## src/hw/rtl/hlr_pkg.sv

```systemverilog
// Package for the histogram largest-rectangle block.
// Sizes, queue entry and stack entry types, engine state codes.
// No dependencies.
package hlr_pkg;

  localparam int MAX_BARS    = 65536;
  localparam int HEIGHT_BITS = 32;
  localparam int IN_HEIGHT_W = 32;
  localparam int AREA_W      = 48;
  localparam int IDX_W       = $clog2(MAX_BARS);
  localparam int CNT_W       = $clog2(MAX_BARS + 1);
  localparam int PROD_W      = HEIGHT_BITS + CNT_W;
  localparam int EXT_W       = (PROD_W > AREA_W) ? PROD_W : AREA_W + 1;
  localparam int FIFO_DEPTH  = 4;
  localparam int FIFO_PTR_W  = $clog2(FIFO_DEPTH);

  typedef logic [HEIGHT_BITS-1:0] height_t;
  typedef logic [IDX_W-1:0]       idx_t;
  typedef logic [CNT_W-1:0]       cnt_t;
  typedef logic [AREA_W-1:0]      area_t;
  typedef logic [PROD_W-1:0]      prod_t;

  localparam area_t AREA_MAX = {AREA_W{1'b1}};

  // One classified bar, as handed from the front to the stack engine.
  typedef struct packed {
    height_t height;
    idx_t    idx;    // bar position, valid when keep
    cnt_t    count;  // bar count after this bar (flush boundary)
    logic    keep;   // bar fits in capacity
    logic    last;
    logic    ovf;    // overflow seen so far in this histogram
  } item_t;

  typedef struct packed {
    idx_t    idx;
    height_t height;
  } stack_ent_t;

  localparam int STACK_W = $bits(stack_ent_t);

  typedef enum logic [1:0] {
    ST_DISPATCH,
    ST_POP,
    ST_DONE
  } eng_state_t;

endpackage

```

## src/hw/rtl/hlr_fifo.sv

```systemverilog
// Short queue of classified bars between the front and the stack engine.
// Depends on hlr_pkg.
module hlr_fifo (
  input  logic           clk,
  input  logic           rst_n,
  input  logic           push,
  input  hlr_pkg::item_t push_data,
  output logic           full,
  input  logic           pop,
  output logic           head_valid,
  output hlr_pkg::item_t head
);

  hlr_pkg::item_t                     mem_r [hlr_pkg::FIFO_DEPTH];
  logic [hlr_pkg::FIFO_PTR_W-1:0]     wr_ptr_r, rd_ptr_r;
  logic [hlr_pkg::FIFO_PTR_W:0]       count_r;
  logic                               do_push, do_pop;

  assign full       = (count_r == (hlr_pkg::FIFO_PTR_W+1)'(hlr_pkg::FIFO_DEPTH));
  assign head_valid = (count_r != '0);
  assign head       = mem_r[rd_ptr_r];
  assign do_push    = push && !full;
  assign do_pop     = pop && head_valid;

  always_ff @(posedge clk) begin
    if (do_push) begin
      mem_r[wr_ptr_r] <= push_data;
    end
  end

  always_ff @(posedge clk) begin
    if (!rst_n) begin
      wr_ptr_r <= '0;
      rd_ptr_r <= '0;
      count_r  <= '0;
    end else begin
      if (do_push) begin
        wr_ptr_r <= wr_ptr_r + 1'b1;
      end
      if (do_pop) begin
        rd_ptr_r <= rd_ptr_r + 1'b1;
      end
      if (do_push && !do_pop) begin
        count_r <= count_r + 1'b1;
      end else if (do_pop && !do_push) begin
        count_r <= count_r - 1'b1;
      end
    end
  end

endmodule

```

## config.mk

```make
export PLATFORM = sky130hd
export DESIGN_NAME = hlr_fifo
export DESIGN_NICKNAME = d
export VERILOG_FILES = /design/src/hw/rtl/hlr_pkg.sv /design/src/hw/rtl/hlr_fifo.sv
export SDC_FILE = /design/constraint.sdc
export NUM_CORES = 1
export LEC_CHECK = 0
export BUFFER_PORTS_ARGS = -buffer_cell sky130_fd_sc_hd__buf_2
export CORE_ASPECT_RATIO = 0.9
export CORE_UTILIZATION = 27
export CTS_BUF_LIST = sky130_fd_sc_hd__clkbuf_4 sky130_fd_sc_hd__clkbuf_8 sky130_fd_sc_hd__clkbuf_16
export DETAILED_ROUTE_END_ITERATION = 7
export PLACE_DENSITY_LB_ADDON = 0.25
export SLEW_MARGIN = 5
export SYNTH_ARGS = -nofsm -noshare
export SYNTH_HDL_FRONTEND = slang
export SYNTH_SLANG_ARGS = --single-unit
export TNS_END_PERCENT = 1
```

## constraint.sdc

```tcl
create_clock -name clk -period 4.1 [get_ports clk]
set_input_delay 0 -clock clk [delete_from_list [all_inputs] [get_ports clk]]
set_output_delay 0 -clock clk [all_outputs]
set_load 0.01 [all_outputs]
```

==> out/metrics.yaml <==
outcome: "finished, final reports clean"
drive_gt1_frac: 0.405
period_needed_ns: 2.53
area_delta_synth_final_pct: 29.3
dr.pass1.iters: 4
cts_tree: "done"
seq_area_frac_synth: 0.810
grt_usage: 0.107
pwr_density_cell_mw_per_mm2: 628
worstRegToRegCells: 8
cts_made_buffers: 29
die_h_um: 187
multi_input_area_sq_mm: 0.00182
yosys.area.top_type: "edfxtp_1"
path_cells: "nor3b_1 > nor2b_1 > ha_1 > inv_1 > fa_1 > xor2_1 > or3_1 > a21boi_0"
finClkSkew_ns: 0.0100
instances_no_fill: 1136
ys_seq_elements: 281
drv_cap: 0
p_comb_frac: 0.203
clkPwrFrac: 0.355
irDropWorstVdd_uv: 342
cp_slowest_cell: "nor2b_1"
dr_total_vias: 4820
fin_tns_setup_ns: 0
period_share: 0.618
hold_violations: 0
max_slew_margin: 0.241
gp_congestion: 0.667
syn_nets: 482
grt_pass1_wl_mm: 31.7
synth-async-reset-ratio: 0
synth_ff_type: "edfxtp_1"
arrival_ns: 2.97
clock_path_buffers: 3
final_cell_mix: "edfxtp_1 (272), buf_2 (141), dlygate4sd3_1 (71)"
die_width_um: 208
final_common_cell: "edfxtp_1"
root_buffer: "clkbuf_16"
drtIter0Drc: 231
syn_area_per_cell_sq_um: 25.5
ff_latch_area_sq_mm: 0.00836
path_class: "reg -> reg"
drt_wl_total_mm: 20.9
postCtsHoldBufs: 71
start_util: 0.276
cp_max_fo: 7
yosys.area.top_type_share: 0.792
via_per_inst: 4.24
end_kind: "flop"
dpl_cell_area_sq_mm: 0.0115
clock-sinks: 281
htree_levels: 1
whs_path_depth: 2
antenna_left: 0
num_rows: 67
grt_pass1_vias: 5168
finalSetupViolations: 0
pin_count: 142
yosys_warnings: 0
power.switching_mw: 2.08
required_ns: 4.54
synth-edff-count: 272
hp-class: "in -> reg"
synth_cell_types: 23
power.internal_mw: 6.29
antenna_found_initial: 2
coreArea_sq_mm: 0.0374
clk_latency_ns: 0.53
cts.clk_slew.worst_paths_ns: 0.06
die-area_sq_mm: 0.0390
fmax_mhz: 395
ys_top_cells_by_area: "edfxtp_1 (79%), mux4_2 (15%), dfxtp_1 (1.7%)"
grt_max_degree: 69
portBuffers: 141
leakage_nw: 4.46
synthCells: 404
swShare: 0.248
drcViolationCount: 0
dp_cells: 1011
post-route-cell-area_sq_mm: 0.0133
startpoint_type: "flop"
post-dp-hpwl_mm: 12.4
gr-total-overflow: 0
fillers: 3529
rsz0062_at_grt: "no"
slew_violations: 0
synth_area_sq_mm: 0.0103
wl_per_cell_um: 18.4
worstMarginPinSlew_ns: 1.14
nNetsFinal: 708
post_cts_buffers: 0
cts_resized: 0
seq_power_share: 0.443
max_stage_delay_ns: 0.50
state kept, by name, summed over array words and instances, names as in the netlist, named ones only:
register	count
wr_ptr_r	2
rd_ptr_r	2
mem_r	272
count_r	3
cells in the mapped netlist, types with 2 or more instances:
| cell type | count |
|---|---|
| buf_4 | 4 |
| nand2_1 | 4 |
| dfxtp_1 | 9 |
| mux4_2 | 68 |
| edfxtp_1 | 272 |
| xnor2_1 | 3 |
| or3_1 | 2 |
| nor2b_1 | 2 |
| inv_1 | 3 |
| clkbuf_1 | 6 |
| buf_12 | 3 |
| ha_1 | 5 |
| buf_2 | 4 |
| mux2i_1 | 3 |
| and2_1 | 8 |
per-stage QoR:
step / setup WS [ns] / hold slack [ns] / power [mW] / utilization
floorplan: 1.15 / 0.0989 / 4.84 / -
global placement: 1.74 / 0.211 / 5.46 / 0.308
detailed placement: 1.55 / 0.219 / 5.50 / 0.308
CTS: 1.47 / 0.202 / 8.55 / 0.356
global route: 1.33 / 0.211 / 8.76 / 0.357
finish: 1.57 / 0.225 / 8.37 / 0.357
layer usage:
layer  track usage  vias up  share of wire
met4        0.0251        2          0.019
met5             0        -        0.00048
met1         0.141     2510           0.45
met3        0.0265       31          0.045
met2         0.180      101           0.49
li1              -     2176              -
critical path: cells and delay by family (launching register included):
kind,cells,cell delay (ns)
AND/OR/NAND/NOR,3,0.92
XOR/XNOR,1,0.17
AO/OA/AOI/OAI,1,0.20
adder cells (fa/ha/maj),2,0.66
buffers and inverters,1,0.06
flip-flops,1,0.45
kinds of logic after synthesis:
logic type | Yosys count | share of synthesized area
DFF | 281 | 0.810
muxes | 71 | 0.151
buffers and inverters | 21 | 0.0151
and+or+nand+nor | 17 | 0.00947
adders and majority gates | 6 | 0.00801
AOI/OAI and AO/OA | 4 | 0.00279
xor gates and xnor gates | 4 | 0.00340
power by group through the flow:
stage               sequential [mW]  combinational (mW)  clock, mW
floorplan                      3.62                1.22          0
global placement               3.76                1.70          0
detailed placement             3.79                1.71          0
CTS                            3.72                1.78       3.05
global route                   3.76                1.85       3.15
finish                         3.71                1.70       2.97
layout make-up:
cell class              instances  share of cell area
clock inverters                22              0.0273
well taps                     483              0.0453
diodes                          1            0.000188
flip-flops and latches        281               0.627
clock buffers                  31              0.0556
inverters                       3            0.000845
multi-input cells             102               0.136
repair buffers                213               0.108
worst paths after layout:
kind	start	slack, ns	to
min	push_data[1]	0.23	mem_r[1][1]
min reg2reg	wr_ptr_r[0]	0.50	wr_ptr_r[0]
max	count_r[0]	1.57	count_r[2]
max reg2reg	count_r[0]	1.57	count_r[2]
Power figures use the tool's default switching activity.
