[config.mk]
export PLATFORM = sky130hd
export DESIGN_NAME = hlr_front
export DESIGN_NICKNAME = d
export VERILOG_FILES = /design/src/hw/rtl/hlr_pkg.sv /design/src/hw/rtl/hlr_front.sv
export SDC_FILE = /design/constraint.sdc
export NUM_CORES = 1
export LEC_CHECK = 0
export ABC_AREA = 1
export BUFFER_PORTS_ARGS = -buffer_cell sky130_fd_sc_hd__clkbuf_2
export CORE_MARGIN = 3
export CORE_UTILIZATION = 45
export DETAILED_ROUTE_END_ITERATION = 10
export MAX_ROUTING_LAYER = met4
export PLACE_DENSITY = 0.83
export SLEW_MARGIN = 40
export SYNTH_ARGS = -nofsm -noshare
export SYNTH_HDL_FRONTEND = slang
export SYNTH_SLANG_ARGS = --single-unit
[constraint.sdc]
create_clock -name clk -period 2.1 [get_ports clk]
set_clock_uncertainty 0.05 [all_clocks]
set_input_delay 0.21 -clock clk [delete_from_list [all_inputs] [get_ports clk]]
set_output_delay 0.21 -clock clk [all_outputs]
set_load 0.02 [all_outputs]
[src/hw/rtl/hlr_pkg.sv]
// Package for the histogram largest-rectangle block.
// Sizes, queue entry and stack entry types, engine state codes.
// No dependencies.
package hlr_pkg;

  localparam int MAX_BARS    = 65536;
  localparam int HEIGHT_BITS = 32;
  localparam int IN_HEIGHT_W = 32;
  localparam int AREA_W      = 48;
  localparam int IDX_W       = $clog2(MAX_BARS);
  localparam int CNT_W       = $clog2(MAX_BARS + 1);
  localparam int PROD_W      = HEIGHT_BITS + CNT_W;
  localparam int EXT_W       = (PROD_W > AREA_W) ? PROD_W : AREA_W + 1;
  localparam int FIFO_DEPTH  = 4;
  localparam int FIFO_PTR_W  = $clog2(FIFO_DEPTH);

  typedef logic [HEIGHT_BITS-1:0] height_t;
  typedef logic [IDX_W-1:0]       idx_t;
  typedef logic [CNT_W-1:0]       cnt_t;
  typedef logic [AREA_W-1:0]      area_t;
  typedef logic [PROD_W-1:0]      prod_t;

  localparam area_t AREA_MAX = {AREA_W{1'b1}};

  // One classified bar, as handed from the front to the stack engine.
  typedef struct packed {
    height_t height;
    idx_t    idx;    // bar position, valid when keep
    cnt_t    count;  // bar count after this bar (flush boundary)
    logic    keep;   // bar fits in capacity
    logic    last;
    logic    ovf;    // overflow seen so far in this histogram
  } item_t;

  typedef struct packed {
    idx_t    idx;
    height_t height;
  } stack_ent_t;

  localparam int STACK_W = $bits(stack_ent_t);

  typedef enum logic [1:0] {
    ST_DISPATCH,
    ST_POP,
    ST_DONE
  } eng_state_t;

endpackage

[src/hw/rtl/hlr_front.sv]
// Input front: takes bar transactions, counts bars, flags overflow.
// Depends on hlr_pkg.
module hlr_front (
  input  logic                                clk,
  input  logic                                rst_n,
  input  logic                                in_valid,
  output logic                                in_ready,
  input  logic [hlr_pkg::IN_HEIGHT_W-1:0]     in_height,
  input  logic                                in_last,
  input  logic                                q_full,
  output logic                                q_push,
  output hlr_pkg::item_t                      q_data
);

  hlr_pkg::cnt_t cnt_r, cnt_nxt;
  logic          ovf_r, ovf_nxt;
  logic          keep;

  assign in_ready = !q_full;
  assign q_push   = in_valid && in_ready;
  assign keep     = (cnt_r < hlr_pkg::CNT_W'(hlr_pkg::MAX_BARS));

  always_comb begin
    q_data.height = hlr_pkg::height_t'(in_height);
    q_data.idx    = cnt_r[hlr_pkg::IDX_W-1:0];
    q_data.count  = keep ? cnt_r + 1'b1 : cnt_r;
    q_data.keep   = keep;
    q_data.last   = in_last;
    q_data.ovf    = ovf_r || !keep;
    cnt_nxt = cnt_r;
    ovf_nxt = ovf_r;
    if (q_push) begin
      if (in_last) begin
        cnt_nxt = '0;
        ovf_nxt = 1'b0;
      end else begin
        cnt_nxt = q_data.count;
        ovf_nxt = q_data.ovf;
      end
    end
  end

  always_ff @(posedge clk) begin
    if (!rst_n) begin
      cnt_r <= '0;
      ovf_r <= 1'b0;
    end else begin
      cnt_r <= cnt_nxt;
      ovf_r <= ovf_nxt;
    end
  end

endmodule

==> results.md <==
* Status: completed
* CORE AREA at 0.00344 mm^2
* IO Pins at 107
* Setup crit start kind: register
* # H-tree levels at 1
* Hold Buf Count CTS at 0
* CTS tree: done
* Die width at 66.8 um
* Clk buf depth at 2
* CTS clk-pin slew, worst paths at 0.07 ns
* Crit path capture type: primary output
* Total GRT Usage at 15.1%
* Final hold violation count at 0
* Cells after Synth at 239
* Starting Density at 48.3%
* Slew Limit Fails at 0
* Final setup violating endpoints at 0
* Pre-CTS setup slack at 0.386 ns
* Vias in the first global route at 1,135
* CTS sink cnt at 18
* Resized Gates After CTS at 0
* Psw at 0.165 mW
* Worst slew pin tran at 0.548 ns
* RSZ-0062 raised after global routing: false
* Inst Count DP at 272
* Count of state elements after synthesis at 18
* Ant. Diodes at 0
* CP max stage delay at 0.39 ns
* Fin worst setup slack at 0.182 ns
* Vias per cell at 4.88
* EDFF count, synth at 0
* Post-CTS setup buffers at 0
* Clk network pwr share at 43.5%
* DR vias at 1,346
* Share of cells above drive strength 1 at 37.8%
* Worst EP required at 1.84 ns
* Root Buffer: clkbuf_8
* Max cap viols at 0
* DPL Wire Length at 2530 um
* 1st-pass router iterations at 4
* ANT nets after route at 0
* Min cycle time layout at 1.92 ns
* Power density over cell area at 432 mW/mm^2
* Netlist cell types at 29
* Sw frac at 24.0%
* Internal power at 0.520 mW
* Most frequent cells in the layout: 56 x nand2_1, 42 x clkbuf_2, 20 x inv_1, 16 x dfxtp_1, 14 x a21oi_1
* Worst slew margin at 63.3%
* Most common cell after layout, fill and taps aside: nand2_1
* Post-route insts no fill at 276
* Combinational power share at 6.2%
* Top FF cell, synth: dfxtp_1
* Post-synth ARST share at 0%
* Initial drt markers at 70
* Syn Nets at 277
* CP max stage cell: dfxtp_2
* Layout area overhead at -4.67%
* CP Cell Sequence: ha_1, inv_1, nor2_8, nand2_2, nor2_4, nand4_1, nand2_1, clkbuf_2
* Leakage power at 0.751 nW
* Worst Setup Path Type: register to primary output
* Wirelength per Cell at 12.2 um
* Synth warn at 0
* Num CTS Buffers at 3
* Total gr overflow at 0
* Syn avg cell area at 6.96 um^2
* IO Port Bufs at 42
* FP Rows at 21
* Setup TNS at 0 ns
* First-pass GRT wire length at 5060 um
* Drt total wl at 3380 um
* Die footprint at 0.00446 mm^2
* Syn Std Cell Area at 0.00166 mm^2
* Fin crit share at 91.3%
* Initial antenna violation count at 0
* Worst-path fanout max at 6
* Largest net degree at the start of global routing at 20
* Worst vdd ir at 0.315 mV
* Worst-skew pair later-pin latency at 0.26 ns
* Worst Path Arrival at 1.66 ns
* Core Util, Final at 46.1%
* Sequential Power Share at 50.3%
* Die Ht at 66.8 um
* Hold/Removal Path Class: input port to register
* Drc violations at 0
* Highest Clock Rate at 521 MHz
* Post-layout net count at 269
* Total power at 0.685 mW
* RD Place Congestion at 0.841
* Sequential area share after synthesis at 21.7%
-- cells by family (layout without fill, tap and decap cells) --
logic type               count (synthesis)  count (layout)  share of synthesized area [%]
AND/OR/NAND/NOR                        109             109                           34.8
buffers and inverters                   81              72                           30.1
AO/OA/AOI/OAI                           23              23                           8.05
flip-flops                              18              18                           21.7
XOR/XNOR                                 7               7                           4.59
adder cells (fa/ha/maj)                  1               1                          0.752
-- path summary, 6_finish.rpt --
path                                              from                      to  slack (ns)  cells past startpoint
worst max-delay path             cnt_r[0]$_SDFFE_PN0P_              q_data[19]        0.18                      8
worst min-delay path                             rst_n  cnt_r[16]$_SDFFE_PN0P_        0.13                      3
worst max register to register  cnt_r[16]$_SDFFE_PN0P_   cnt_r[4]$_SDFFE_PN0P_        0.60                      6
worst min register to register      ovf_r$_SDFFE_PN0P_      ovf_r$_SDFFE_PN0P_        0.43                      2
-- power by group through the flow --
stage | combinational, mW | sequential [mW] | clock [mW]
2_1_floorplan | 0.120 | 0.352 | 0
3_3_place_gp | 0.0425 | 0.352 | 0
4_1_cts | 0.0434 | 0.344 | 0.305
6_report | 0.0427 | 0.344 | 0.298
3_5_place_dp | 0.0432 | 0.352 | 0
5_1_grt | 0.0466 | 0.344 | 0.314
-- critical path: cells and delay by family (launching register included) --
family | cells | cell delay (ns)
buf+inv | 2 | 0.27
fa+ha+maj | 1 | 0.20
simple gates | 5 | 0.53
flops | 1 | 0.39
-- registers in the layout, indices dropped and copies added (netlist names) --
name and count:
cnt_r 17, ovf_r 1
-- through the flow --
| stage | hold WS, ns | area, um^2 |
|---|---|---|
| after floorplan | 0.298 | 1660 |
| after global placement | 0.370 | 1530 |
| after detailed placement | 0.370 | 1530 |
| after CTS | 0.130 | 1580 |
| after global routing | 0.143 | 1590 |
| final | 0.131 | 1590 |
-- final cells by class --
type                    instances  area (um^2)
flip-flops and latches         18          363
repair buffers                 42          210
fillers                       363         1860
inverters                      26         97.6
clock buffers                   4         55.1
well taps                      46         57.6
multi-input cells             140          802
-- cells in the mapped netlist, types with 3 or more instances --
| library cell | count | share of area (%) |
|---|---|---|
| inv_1 | 20 | 4.5 |
| a21oi_1 | 14 | 4.2 |
| nor2_4 | 5 | 3.4 |
| buf_4 | 52 | 23 |
| dfxtp_1 | 18 | 22 |
| inv_2 | 5 | 1.1 |
| o21ai_1 | 3 | 0.90 |
| nand2_2 | 10 | 3.8 |
| nand4_1 | 7 | 2.6 |
| xnor2_1 | 3 | 1.6 |
| nand2_1 | 56 | 13 |
| nor2_2 | 4 | 1.5 |
| nand3_2 | 3 | 1.8 |
| nor2_1 | 10 | 2.3 |
| nand3_1 | 7 | 2.1 |
| a21oi_2 | 4 | 2.1 |
-- layer usage --
layer	track usage (%)	part of all wire, %
met4	6.09	1.5
met1	17.9	44
met3	5.40	8.3
met5	-	0
met2	23.0	46
No activity file was read; power rests on OpenSTA's default activity.
